**src/hw/rtl/supply_battery_power_state_monitor_macros.svh**
```systemverilog
// ----------------------------------------------------------------------------
// Assertion macros for the supply/battery power state monitor
// Shared property forms, sampled on clk and held off during reset.
// ----------------------------------------------------------------------------
`ifndef SUPPLY_BATTERY_POWER_STATE_MONITOR_MACROS_SVH
`define SUPPLY_BATTERY_POWER_STATE_MONITOR_MACROS_SVH

// consequent checked in the cycle after the antecedent
`define SBPSM_ASSERT_NEXT(lbl, ante, cons, msg) \
  lbl: assert property (@(posedge clk) disable iff (!rst_n) (ante) |=> (cons)) \
    else $error(msg);

// consequent checked in the same cycle as the antecedent
`define SBPSM_ASSERT_NOW(lbl, ante, cons, msg) \
  lbl: assert property (@(posedge clk) disable iff (!rst_n) (ante) |-> (cons)) \
    else $error(msg);

`endif

```
**src/hw/rtl/sbpsm_pkg.sv**
```systemverilog
// ----------------------------------------------------------------------------
// sbpsm_pkg
// Types and constants of the supply/battery power state monitor.
// ----------------------------------------------------------------------------
`timescale 1ns / 1ps
`default_nettype none

package sbpsm_pkg;

  typedef enum logic [2:0] {
    ST_STARTUP  = 3'd0,
    ST_NORMAL   = 3'd1,
    ST_LOWBAT   = 3'd2,
    ST_ERROR    = 3'd3,
    ST_SHUTDOWN = 3'd4
  } power_state_t;

  typedef enum logic [1:0] {
    KIND_TICK     = 2'd0,
    KIND_SHUTDOWN = 2'd1,
    KIND_MODEM    = 2'd2,
    KIND_SWITCH   = 2'd3
  } kind_t;

  typedef enum logic [2:0] {
    REG_SUPPLY_MIN  = 3'd0,
    REG_SUPPLY_MAX  = 3'd1,
    REG_BATTERY_MIN = 3'd2,
    REG_BATTERY_MAX = 3'd3,
    REG_TEMP_LIMIT  = 3'd4,
    REG_TICK_PERIOD = 3'd5
  } reg_idx_t;

  typedef struct packed {
    power_state_t state;
    logic         charging;
    logic         voltage_ok;
    logic         temperature_ok;
    logic         modem_on;
    logic         switch_on;
  } status_t;

  localparam logic [15:0]       SUPPLY_MIN_RST  = 16'd9000;
  localparam logic [15:0]       SUPPLY_MAX_RST  = 16'd16000;
  localparam logic [15:0]       BATTERY_MIN_RST = 16'd3300;
  localparam logic [15:0]       BATTERY_MAX_RST = 16'd4300;
  localparam logic signed [7:0] TEMP_LIMIT_RST  = 8'sd85;
  localparam logic [15:0]       TICK_PERIOD_RST = 16'd100;

  localparam logic [16:0] CHARGE_STEP_MV    = 17'd50;
  localparam logic [16:0] RECOVER_MARGIN_MV = 17'd200;

  // x / 1000 == (x * ceil(2^38 / 1000)) >> 38 for every 32-bit x
  localparam int          RECIP_W     = 29;
  localparam logic [28:0] RECIP_MUL   = 29'd274877907;
  localparam int          RECIP_SHIFT = 38;
  localparam int          QUOT_W      = 23;

endpackage

`default_nettype wire

```
**src/hw/rtl/supply_battery_power_state_monitor.sv**
```systemverilog
// ----------------------------------------------------------------------------
// supply_battery_power_state_monitor
// Power state machine driven by supply, battery and temperature samples.
// ----------------------------------------------------------------------------
// Usage:
//   Input channel (in_valid / in_stall) takes one request per cycle while
//   in_stall is low: a tick with samples, a shutdown, or a modem / switch
//   level set. Each request yields one status result on the output channel
//   (out_valid / out_stall). Configuration writes (cfg_valid / cfg_ready,
//   cfg_index, cfg_data) are always ready; the user must see that they are
//   taken only while the block is idle, which the block does not enforce.
//   Three register stages; out_valid and the result come from stage 3;
//   throughput is one request per cycle while out_stall is low. The state
//   update is registered on acceptance; the uptime goes through a 32x16
//   multiply stage and a reciprocal multiply stage for the /1000.
//   When out_stall holds, stages fill up one by one and in_stall rises only
//   once all three are occupied; results are never dropped or duplicated.
//   Reset returns the thresholds to their defaults, the state to startup,
//   counts and flags to zero and empties the pipeline.
// ----------------------------------------------------------------------------
`timescale 1ns / 1ps
`default_nettype none

`include "supply_battery_power_state_monitor_macros.svh"

module supply_battery_power_state_monitor
  import sbpsm_pkg::*;
(
  input  wire logic               clk,
  input  wire logic               rst_n,

  input  wire logic               in_valid,
  output logic                    in_stall,
  input  wire logic [1:0]         in_kind,
  input  wire logic [15:0]        in_supply_mv,
  input  wire logic [15:0]        in_battery_mv,
  input  wire logic signed [7:0]  in_temperature_c,
  input  wire logic               in_enable,

  output logic                    out_valid,
  input  wire logic               out_stall,
  output logic [2:0]              out_power_state,
  output logic                    out_charging,
  output logic                    out_voltage_ok,
  output logic                    out_temperature_ok,
  output logic                    out_modem_on,
  output logic                    out_switch_on,
  output logic [31:0]             out_uptime_s,

  input  wire logic               cfg_valid,
  output logic                    cfg_ready,
  input  wire logic [2:0]         cfg_index,
  input  wire logic [15:0]        cfg_data
);

  // configuration
  logic [15:0]       sup_min_r, sup_max_r, bat_min_r, bat_max_r, period_r;
  logic signed [7:0] temp_lim_r;

  assign cfg_ready = 1'b1;

  always_ff @(posedge clk) begin
    if (!rst_n) begin
      sup_min_r  <= SUPPLY_MIN_RST;
      sup_max_r  <= SUPPLY_MAX_RST;
      bat_min_r  <= BATTERY_MIN_RST;
      bat_max_r  <= BATTERY_MAX_RST;
      temp_lim_r <= TEMP_LIMIT_RST;
      period_r   <= TICK_PERIOD_RST;
    end else if (cfg_valid && cfg_ready) begin
      unique case (cfg_index)
        REG_SUPPLY_MIN:  sup_min_r  <= cfg_data;
        REG_SUPPLY_MAX:  sup_max_r  <= cfg_data;
        REG_BATTERY_MIN: bat_min_r  <= cfg_data;
        REG_BATTERY_MAX: bat_max_r  <= cfg_data;
        REG_TEMP_LIMIT:  temp_lim_r <= cfg_data[7:0];
        REG_TICK_PERIOD: period_r   <= cfg_data;
        default: ;
      endcase
    end
  end

  // pipeline flow control
  logic v1_r, v2_r, v3_r;
  logic en1, en2, en3, in_acc;

  assign en3      = !v3_r || !out_stall;
  assign en2      = !v2_r || en3;
  assign en1      = !v1_r || en2;
  assign in_stall = !en1;
  assign in_acc   = in_valid && !in_stall;

  // monitor state
  power_state_t mode_r, mode_nxt;
  logic [31:0]  tick_cnt_r, tick_cnt_nxt;
  logic [15:0]  prev_bat_r, prev_bat_nxt;
  logic [15:0]  up_period_r, up_period_nxt;
  logic         chg_r, chg_nxt, vok_r, vok_nxt, tok_r, tok_nxt;
  logic         modem_r, modem_nxt, switch_r, switch_nxt;

  logic         is_tick, tick_chg, tick_vok, tick_tok, bat_low, bat_recov;

  assign is_tick   = (kind_t'(in_kind) == KIND_TICK);
  assign tick_chg  = {1'b0, in_battery_mv} > ({1'b0, prev_bat_r} + CHARGE_STEP_MV);
  assign tick_vok  = (in_supply_mv >= sup_min_r) && (in_supply_mv <= sup_max_r) &&
                     (in_battery_mv >= bat_min_r) && (in_battery_mv <= bat_max_r);
  assign tick_tok  = in_temperature_c < temp_lim_r;
  assign bat_low   = in_battery_mv < bat_min_r;
  assign bat_recov = {1'b0, in_battery_mv} > ({1'b0, bat_min_r} + RECOVER_MARGIN_MV);

  always_comb begin
    mode_nxt      = mode_r;
    tick_cnt_nxt  = tick_cnt_r;
    prev_bat_nxt  = prev_bat_r;
    up_period_nxt = up_period_r;
    chg_nxt       = chg_r;
    vok_nxt       = vok_r;
    tok_nxt       = tok_r;
    modem_nxt     = modem_r;
    switch_nxt    = switch_r;
    unique case (kind_t'(in_kind))
      KIND_TICK: begin
        tick_cnt_nxt  = tick_cnt_r + 32'd1;
        up_period_nxt = period_r;
        prev_bat_nxt  = in_battery_mv;
        chg_nxt       = tick_chg;
        vok_nxt       = tick_vok;
        tok_nxt       = tick_tok;
        unique case (mode_r)
          ST_STARTUP: mode_nxt = tick_vok ? ST_NORMAL : ST_ERROR;
          ST_NORMAL: begin
            if (!tick_vok || !tick_tok) mode_nxt = ST_ERROR;
            if (bat_low) mode_nxt = ST_LOWBAT;
          end
          ST_LOWBAT: begin
            if (tick_chg && bat_recov) mode_nxt = ST_NORMAL;
          end
          ST_SHUTDOWN: begin
            modem_nxt  = 1'b0;
            switch_nxt = 1'b0;
          end
          default: ;
        endcase
      end
      KIND_SHUTDOWN: begin
        mode_nxt   = ST_SHUTDOWN;
        modem_nxt  = 1'b0;
        switch_nxt = 1'b0;
      end
      KIND_MODEM:  modem_nxt  = in_enable;
      KIND_SWITCH: switch_nxt = in_enable;
      default: ;
    endcase
  end

  always_ff @(posedge clk) begin
    if (!rst_n) begin
      mode_r      <= ST_STARTUP;
      tick_cnt_r  <= '0;
      prev_bat_r  <= '0;
      up_period_r <= '0;
      chg_r       <= 1'b0;
      vok_r       <= 1'b0;
      tok_r       <= 1'b0;
      modem_r     <= 1'b0;
      switch_r    <= 1'b0;
    end else if (in_acc) begin
      mode_r      <= mode_nxt;
      tick_cnt_r  <= tick_cnt_nxt;
      prev_bat_r  <= prev_bat_nxt;
      up_period_r <= up_period_nxt;
      chg_r       <= chg_nxt;
      vok_r       <= vok_nxt;
      tok_r       <= tok_nxt;
      modem_r     <= modem_nxt;
      switch_r    <= switch_nxt;
    end
  end

  // stage 1: status snapshot, tick count and period of last tick
  status_t     st1_r, st2_r, st3_r;
  logic [31:0] cnt1_r;
  logic [15:0] per1_r;

  // stage 2: wrapped product; stage 3: quotient by 1000
  logic [47:0]                 prod_full;
  logic [31:0]                 prod2_r;
  logic [RECIP_W+31:0]         recip_full;
  logic [31:0]                 up3_r;

  assign prod_full  = cnt1_r * per1_r;
  assign recip_full = prod2_r * RECIP_MUL;

  always_ff @(posedge clk) begin
    if (!rst_n) begin
      v1_r <= 1'b0;
      v2_r <= 1'b0;
      v3_r <= 1'b0;
    end else begin
      if (en1) v1_r <= in_acc;
      if (en2) v2_r <= v1_r;
      if (en3) v3_r <= v2_r;
    end
  end

  always_ff @(posedge clk) begin
    if (en1) begin
      st1_r  <= '{state: mode_nxt, charging: chg_nxt, voltage_ok: vok_nxt,
                  temperature_ok: tok_nxt, modem_on: modem_nxt, switch_on: switch_nxt};
      cnt1_r <= tick_cnt_nxt;
      per1_r <= up_period_nxt;
    end
    if (en2) begin
      st2_r   <= st1_r;
      prod2_r <= prod_full[31:0];
    end
    if (en3) begin
      st3_r <= st2_r;
      up3_r <= {{(32-QUOT_W){1'b0}}, recip_full[RECIP_SHIFT+QUOT_W-1:RECIP_SHIFT]};
    end
  end

  assign out_valid          = v3_r;
  assign out_power_state    = st3_r.state;
  assign out_charging       = st3_r.charging;
  assign out_voltage_ok     = st3_r.voltage_ok;
  assign out_temperature_ok = st3_r.temperature_ok;
  assign out_modem_on       = st3_r.modem_on;
  assign out_switch_on      = st3_r.switch_on;
  assign out_uptime_s       = up3_r;

  // assertions
  `SBPSM_ASSERT_NEXT(a_tick_count_step, in_acc && is_tick, tick_cnt_r == $past(tick_cnt_r) + 32'd1, "tick count did not advance by one")
  `SBPSM_ASSERT_NEXT(a_tick_count_hold, in_acc && !is_tick, $stable(tick_cnt_r), "tick count moved on a non-tick request")
  `SBPSM_ASSERT_NEXT(a_error_sticky, mode_r == ST_ERROR && !(in_acc && kind_t'(in_kind) == KIND_SHUTDOWN), mode_r == ST_ERROR, "error state left without shutdown")
  `SBPSM_ASSERT_NEXT(a_shutdown_tick_off, in_acc && is_tick && mode_r == ST_SHUTDOWN, !modem_r && !switch_r, "outputs on after tick in shutdown")
  `SBPSM_ASSERT_NOW(a_stall_full, in_stall, v1_r && v2_r && v3_r && out_stall, "input stalled with a free stage")

endmodule

`default_nettype wire

```
**config.mk**
```make
export PLATFORM = sky130hd
export DESIGN_NAME = supply_battery_power_state_monitor
export DESIGN_NICKNAME = d
export VERILOG_FILES = /design/src/hw/rtl/sbpsm_pkg.sv /design/src/hw/rtl/supply_battery_power_state_monitor.sv
export VERILOG_INCLUDE_DIRS = /design/src /design/src/hw/rtl
export SDC_FILE = /design/constraint.sdc
export NUM_CORES = 2
export LEC_CHECK = 0
export ABC_CLOCK_PERIOD_IN_PS = 7850
export CORE_MARGIN = 3
export CORE_UTILIZATION = 35
export DETAILED_ROUTE_END_ITERATION = 6
export DONT_BUFFER_PORTS = 1
export SETUP_SLACK_MARGIN = 0.4
export SLEW_MARGIN = 20
export SYNTH_ARGS = -nofsm -noshare
export SYNTH_HDL_FRONTEND = slang
export SYNTH_SLANG_ARGS = --single-unit
```
**constraint.sdc**
```tcl
create_clock -name clk -period 7.85 [get_ports clk]
set_input_delay 0.785 -clock clk [delete_from_list [all_inputs] [get_ports clk]]
set_output_delay 0.785 -clock clk [all_outputs]
set_load 0.02 [all_outputs]
```
; Word level (Yosys, flattened, before mapping)
; Cells that the tools add are included.
[word_totals]
register_bits = 290
latch_bits = 0
ram_bits = 0
romBits = 0
input_bits = 67
output_inout_bits = 43
word_cells = 105
mem_count = 0
[classes]
add_sub_neg = 3
mul = 2
div = 0
n_lt_le_gt_ge = 8
eq_ne = 11
shift = 0
n_mux = 15
n_bitwise = 0
n_reduce_logical = 26
[op_table]
columns = operator, n
row1 = 32-bit by 29-bit multiplier with 61-bit output (second input constant), 1
row2 = 16-bit by 17-bit greater-than comparator with 1-bit output, 2
row3 = 32-bit by 1-bit adder with 32-bit output (second input constant), 1
row4 = 16-bit greater-or-equal comparator, 2
row5 = 16-bit <= comparator, 2
row6 = 32-bit by 16-bit multiplier with 32-bit output, 1
row7 = 32-bit two-way mux, 1
row8 = 16-bit by 6-bit adder with 17-bit output (second input constant), 1
row9 = 16-bit by 8-bit adder with 17-bit output (second input constant), 1
row10 = 16-bit less-than comparator, 1
row11 = 16-bit two-way mux, 1
row12 = 2-bit AND reduction, 7
row13 = 3-bit by 2-bit equality test with 1-bit output (second input constant), 3
row14 = 3-bit equality test (second input constant), 3
row15 = 3-bit two-way mux, 3
row16 = 3-bit case mux with 3 select lines, 1
row17 = 8-bit less-than comparator, 1
row18 = 1-bit zero test, 7
row19 = 3-bit by 1-bit equality test with 1-bit output (second input constant), 2
row20 = 3-bit zero test, 2
row21 = 1-bit case mux with 3 select lines, 2
row22 = 3-bit case mux with 2 select lines, 1
row23 = 1-bit logical AND, 5
row24 = 1-bit two-way mux, 5
row25 = 5 further kinds, 9

; Logic depth before layout (Yosys ltp)
[depth]
depth_word = 10
ltp_mapped = 25
depth_no_buf = 25

; Least setup slack after synthesis
; Ideal clock, no wire load.
[synth_timing]
path_type = register to register
startpoint = reg prod2_r[20]
endpoint = reg up3_r[16], in the netlist out_uptime_s[16], data pin
setup_time_ns = 0.262
arrival_time_ns = 6.567
required_ns = 7.588
setup_slack_ns = 1.021
stages_incl_launch_ff = 26
path_buffers = 0
period_less_slack_ns = 6.829
cell_sequence = edfxtp_1 > ha_1 > fa_1 > fa_1 > inv_1 > fa_1 > inv_1 > fa_1 > inv_1 > fa_1 > inv_1 > fa_1 > inv_1 > fa_1 > inv_1 > ha_1 > and4_1 > and2_1 > a2111oi_2 > nand2_1 > a311o_1 > a41oi_4 > o21bai_2 > a21oi_2 > o21ai_1 > xor2_1
[synth_between]
elab_chain_cells = 1
[synth_lines]
columns = element, line_no
row1 = from (decl), supply_battery_power_state_monitor.sv:187  ; logic [31:0] prod2_r;
row2 = from (signal assigned), supply_battery_power_state_monitor.sv:215  ; prod2_r <= prod_full[31:0];
row3 = 32-bit by 29-bit multiplier with 61-bit output, supply_battery_power_state_monitor.sv:192  ; assign recip_full = prod2_r * RECIP_MUL;
row4 = net recip_full[54], supply_battery_power_state_monitor.sv:188  ; logic [RECIP_W+31:0] recip_full;
row5 = to (signal assigned), supply_battery_power_state_monitor.sv:219  ; up3_r <= {{(32-QUOT_W){1'b0}}, recip_full[RECIP_SHIFT+QUOT_W-1:RECIP_SHIFT]};
row6 = to (decl), supply_battery_power_state_monitor.sv:189  ; logic [31:0] up3_r;
; The timed path passes the listed nets, and every way through them passes these cells.
; A chain may end at the register's enable or synchronous reset.

; Worst setup path in the final report
[layout_timing]
startpoint = reg prod2_r[22]
endpoint = reg up3_r[21], in the netlist out_uptime_s[21], data pin
; The elaborated chain is that of the path after synthesis.

==> summary.md <==
| Metric | Value |
|---|---|
| Cell chosen for the clock root | clkbuf_16 |
| Number of nets with antenna violations after detailed routing | 0 |
| Syn Std Cell Area | 39200 um^2 |
| Number of nets in the finished design | 5368 |
| Share of the cycle needed by the critical path after routing | 0.913 |
| Floorplan die height | 341 um |
| Maximum number of pins on one net before global-route repair | 165 |
| Number of I/O pins | 110 |
| GPL Wtd Cong | 0.897 |
| Max-slew violation count | 0 |
| Area inside the core boundary | 111000 um^2 |
| Combinational family with the most area after synthesis | adder cells |
| Leading cell types in the layout, fill and taps excluded | 906 x inv_1, 644 x nand2_1, 601 x fa_1, 554 x ha_1, 163 x dfxtp_1 |
| Worst-case headroom to the max-slew limit | 0.311 |
| Wire length reported by the detailed router | 97400 um |
| Register Area | 7080 um^2 |
| Total Negative Setup Slacks | 0 ps |
| Commonest non-fill, non-tap cell in the layout | inv_1 |
| EDFF count, synth | 127 |
| All-Layer GR Usage | 0.171 |
| Most frequent CP cell | fa_1 |
| Most frequently used flop master after synthesis | dfxtp_1 |
| Length of the first detailed-routing pass in iterations | 5 |
| Status | finished, final reports clean |
| Initial core utilization | 0.354 |
| Area growth from synthesis to layout | 8.34% |
| X dimension of the die | 341 um |
| Ratio of routed vias to standard cells | 4.81 |
| Category of the worst setup path launch point | register |
| Unique cell type count in the Yosys netlist | 86 |
| TritonCTS Buffers | 37 |
| CP bufs+invs | 6 |
| Slew at the pin with the worst max-slew slack | 1030 ps |
| Ys Warns | 0 |
| Placement row count | 122 |
| Detail-routed net length per standard cell | 17.2 um |
| Clock tree sinks | 290 |
| Via count of the first global-routing pass | 28400 |
| # Max-Cap Violations | 0 |
| Clock skew after layout | 35.4 ps |
| Leakage | 20.9 nW |
| Power consumption | 3.79 mW |
| Crit path kind | reg2reg |
| RSZ-0062 raised after global routing | false |
| Multiplexer share of the synthesized area | 0 |
| Maximum single-stage delay on the critical path | 510 ps |
| Count of fill cells added during filler insertion | 11200 |
| Antenna violations before repair | 0 |
| Multi-input gate area | 28300 um^2 |
| Cells traversed along the worst timing path | buf_6, ha_1, fa_1, fa_1, inv_1, fa_1, inv_1, fa_1, fa_1, fa_1, inv_1, fa_1, inv_1, ha_1, and4_4, and2_1, a2111oi_2, nand2_1, a311o_1, a31oi_1, buf_4, a211o_1, a21boi_1, o32a_1 |
| Peak clock frequency supported by timing | 0.139 GHz |
| Flip-flop and latch count after synthesis | 290 |
| Source of the worst register-to-register timing path | prod2_r[22] |
| Final period demand of the worst path | 7170 ps |
| Clock latency reported for the late side of the worst-skew pair | 580 ps |
| Share of final-layout standard cells stronger than drive strength 1 | 0.0463 |
| Cells on worst reg2reg path | 24 |
| Top fanout value on the critical path | 9 |
| Maximum VDD drop | 162 uV |
| Global-route congestion overflow total | 0 |
| Fraction of the mapped netlist area in adder cells | 0.484 |
| # DRC | 0 |
| Highest-delay cell along the critical path | fa_1 |
| Endpoints failing hold | 0 |
| Clock tree from TritonCTS | built |
| Hold Crit Start | cfg_data[2] |
| Clock transition at the registers of the reported paths | 60 ps |
| Critical path's top delay family | adder cells |
| Type of the most critical hold path | in2reg |
| Ys async rst share | 0 |
| Half-perimeter wire length after detailed placement | 79000 um |
| Bufs on Longest Clock Path | 3 |
| DRT iter0 DRCs | 1431 |
| Fraction of the mapped netlist area in simple logic gates | 0.122 |
| Fraction of the mapped netlist area in compound gates | 0.0802 |
| Setup slack, reg-to-reg | 680 ps |
| Required time at the worst-slack endpoint | 8170 ps |
| Fraction of synthesized cell area in xor and xnor cells | 0.0326 |
| Die Outline Area | 116000 um^2 |
| First-pass GRT wire length | 157000 um |
| H-tree depth | 2 |
| Post-synthesis average cell area | 9.50 um^2 |
| Endpoint kind of the worst setup timing path | register |
| Number of port buffers | 0 |
| Hold Slack | 336 ps |
| Number of buffers added to fix hold violations after cts | 0 |
| Worst reg2reg endpoint | out_uptime_s[21] |
| Hold Crit Depth | 2 |
| Number of standard cells after synthesis | 4131 |
| Terminating pin of the worst hold path | period_r[2] |
| Data arrival, critical path | 7490 ps |
| Share of synthesized area occupied by flip-flops and latches | 0.180 |
| Vias post-DR | 27200 |
| PD cells | 89.0 nW/um^2 |
| Number of setup violations in the final report | 0 |
[power breakdown]
group / leakage [nW] / internal [mW] / total (mW) / switching, mW
registers: 2.86 / 1.61 / 1.67 / 0.0601
clock network: 0.564 / 0.911 / 1.62 / 0.712
logic: 17.5 / 0.203 / 0.492 / 0.289
[registers in the layout (all words and copies together) (netlist names), 23 cells and up]
register,cells
cnt1_r,32
prod2_r,32
tick_cnt_r,32
out_uptime_s,23
[worst max-delay path by stage]
stage / startpoint / end / slack [ps] / cells after the start
after floorplan: prod2_r[20] / out_uptime_s[16] / 1020 / 25
after CTS: prod2_r[21] / out_uptime_s[21] / 530 / 25
after global routing: prod2_r[19] / out_uptime_s[7] / 400 / 24
after detailed placement: prod2_r[21] / out_uptime_s[21] / 520 / 25
final: prod2_r[22] / out_uptime_s[21] / 680 / 24
after global placement: prod2_r[21] / out_uptime_s[16] / 640 / 25
[worst register-to-register path: stages (launching register included)]
cell       delay, ps
edfxtp_1         400
buf_6            180
ha_1             330
fa_1             390
fa_1             490
inv_1             50
fa_1             470
inv_1             50
fa_1             480
fa_1             510
fa_1             490
inv_1             50
fa_1             470
inv_1             40
ha_1             320
and4_4           220
and2_1           170
a2111oi_2        360
nand2_1          120
a311o_1          420
a31oi_1          190
buf_4            170
a211o_1          160
a21boi_1          90
o32a_1           300
[per-stage QoR]
step | utilization | area (um^2) | setup WS, ps | std cells
4_1_cts | 0.381 | 42300 | 531 | 5632
6_report | 0.383 | 42500 | 681 | 5659
3_3_place_gp | 0.371 | 41100 | 639 | 5566
3_5_place_dp | 0.371 | 41100 | 515 | 5566
5_1_grt | 0.383 | 42500 | 401 | 5658
2_1_floorplan | - | 39300 | 1020 | 4139
[layout make-up]
| class | count | share of cell area |
|---|---|---|
| Tap cell | 1488 | 0.0438 |
| Clock buffer | 49 | 0.0235 |
| Multi-Input combinational cell | 2811 | 0.665 |
| Sequential cell | 290 | 0.166 |
| Inverter | 907 | 0.0801 |
| Timing Repair Buffer | 96 | 0.0174 |
| Antenna cell | 1 | 0.0000588 |
| Clock inverter | 17 | 0.00335 |
[metal layers]
metal / up-vias / part of all wire / GRT usage
met2: 620 / 0.47 / 0.281
met1: 13500 / 0.44 / 0.231
met4: 0 / 0.028 / 0.0445
met5: - / 0 / 0
met3: 146 / 0.061 / 0.0318
li1: 12900 / - / -
[kinds of logic (layout without fill, tap and decap cells)]
| family | after synthesis | after routing |
|---|---|---|
| other cells | 2 | 11 |
| xor+xnor | 146 | 146 |
| compound gates | 457 | 457 |
| simple gates | 1040 | 1040 |
| flops | 290 | 290 |
| fa+ha+maj | 1158 | 1158 |
| buf+inv | 1038 | 1069 |
[cells in the mapped netlist, drive strengths merged, types with 3 or more instances]
cell / number / share of area
dfxtp: 163 / 0.083
o21ai: 71 / 0.0091
a21boi: 108 / 0.021
ha: 556 / 0.18
nand2: 647 / 0.062
clkbuf: 112 / 0.011
inv: 907 / 0.087
nor2b: 21 / 0.0033
o211ai: 36 / 0.0070
a21oi: 87 / 0.011
a22oi: 3 / 0.00070
xor2: 46 / 0.010
a31oi: 8 / 0.0013
nor2: 65 / 0.0066
a211o: 3 / 0.00067
xnor2: 100 / 0.022
buf: 19 / 0.0030
nand3: 49 / 0.0067
o21a: 20 / 0.0038
fa: 602 / 0.31
o21bai: 20 / 0.0039
a21o: 48 / 0.0092
nand2b: 13 / 0.0021
o31ai: 5 / 0.00096
or2: 6 / 0.0011
and4: 6 / 0.0013
and2: 141 / 0.023
or3: 12 / 0.0019
and3: 21 / 0.0037
edfxtp: 127 / 0.097
nor4: 6 / 0.0013
a211oi: 20 / 0.0040
nand4: 34 / 0.0058
nor3: 13 / 0.0020
[what timing repair did]
action / in CTS / in global routing
buffers inserted: 0 / 26
endpoints found under the hold margin: 0 / 0
gates resized for setup: 0 / 6
setup endpoints to repair: 0 / 7
No activity file was read; power rests on OpenSTA's default activity.
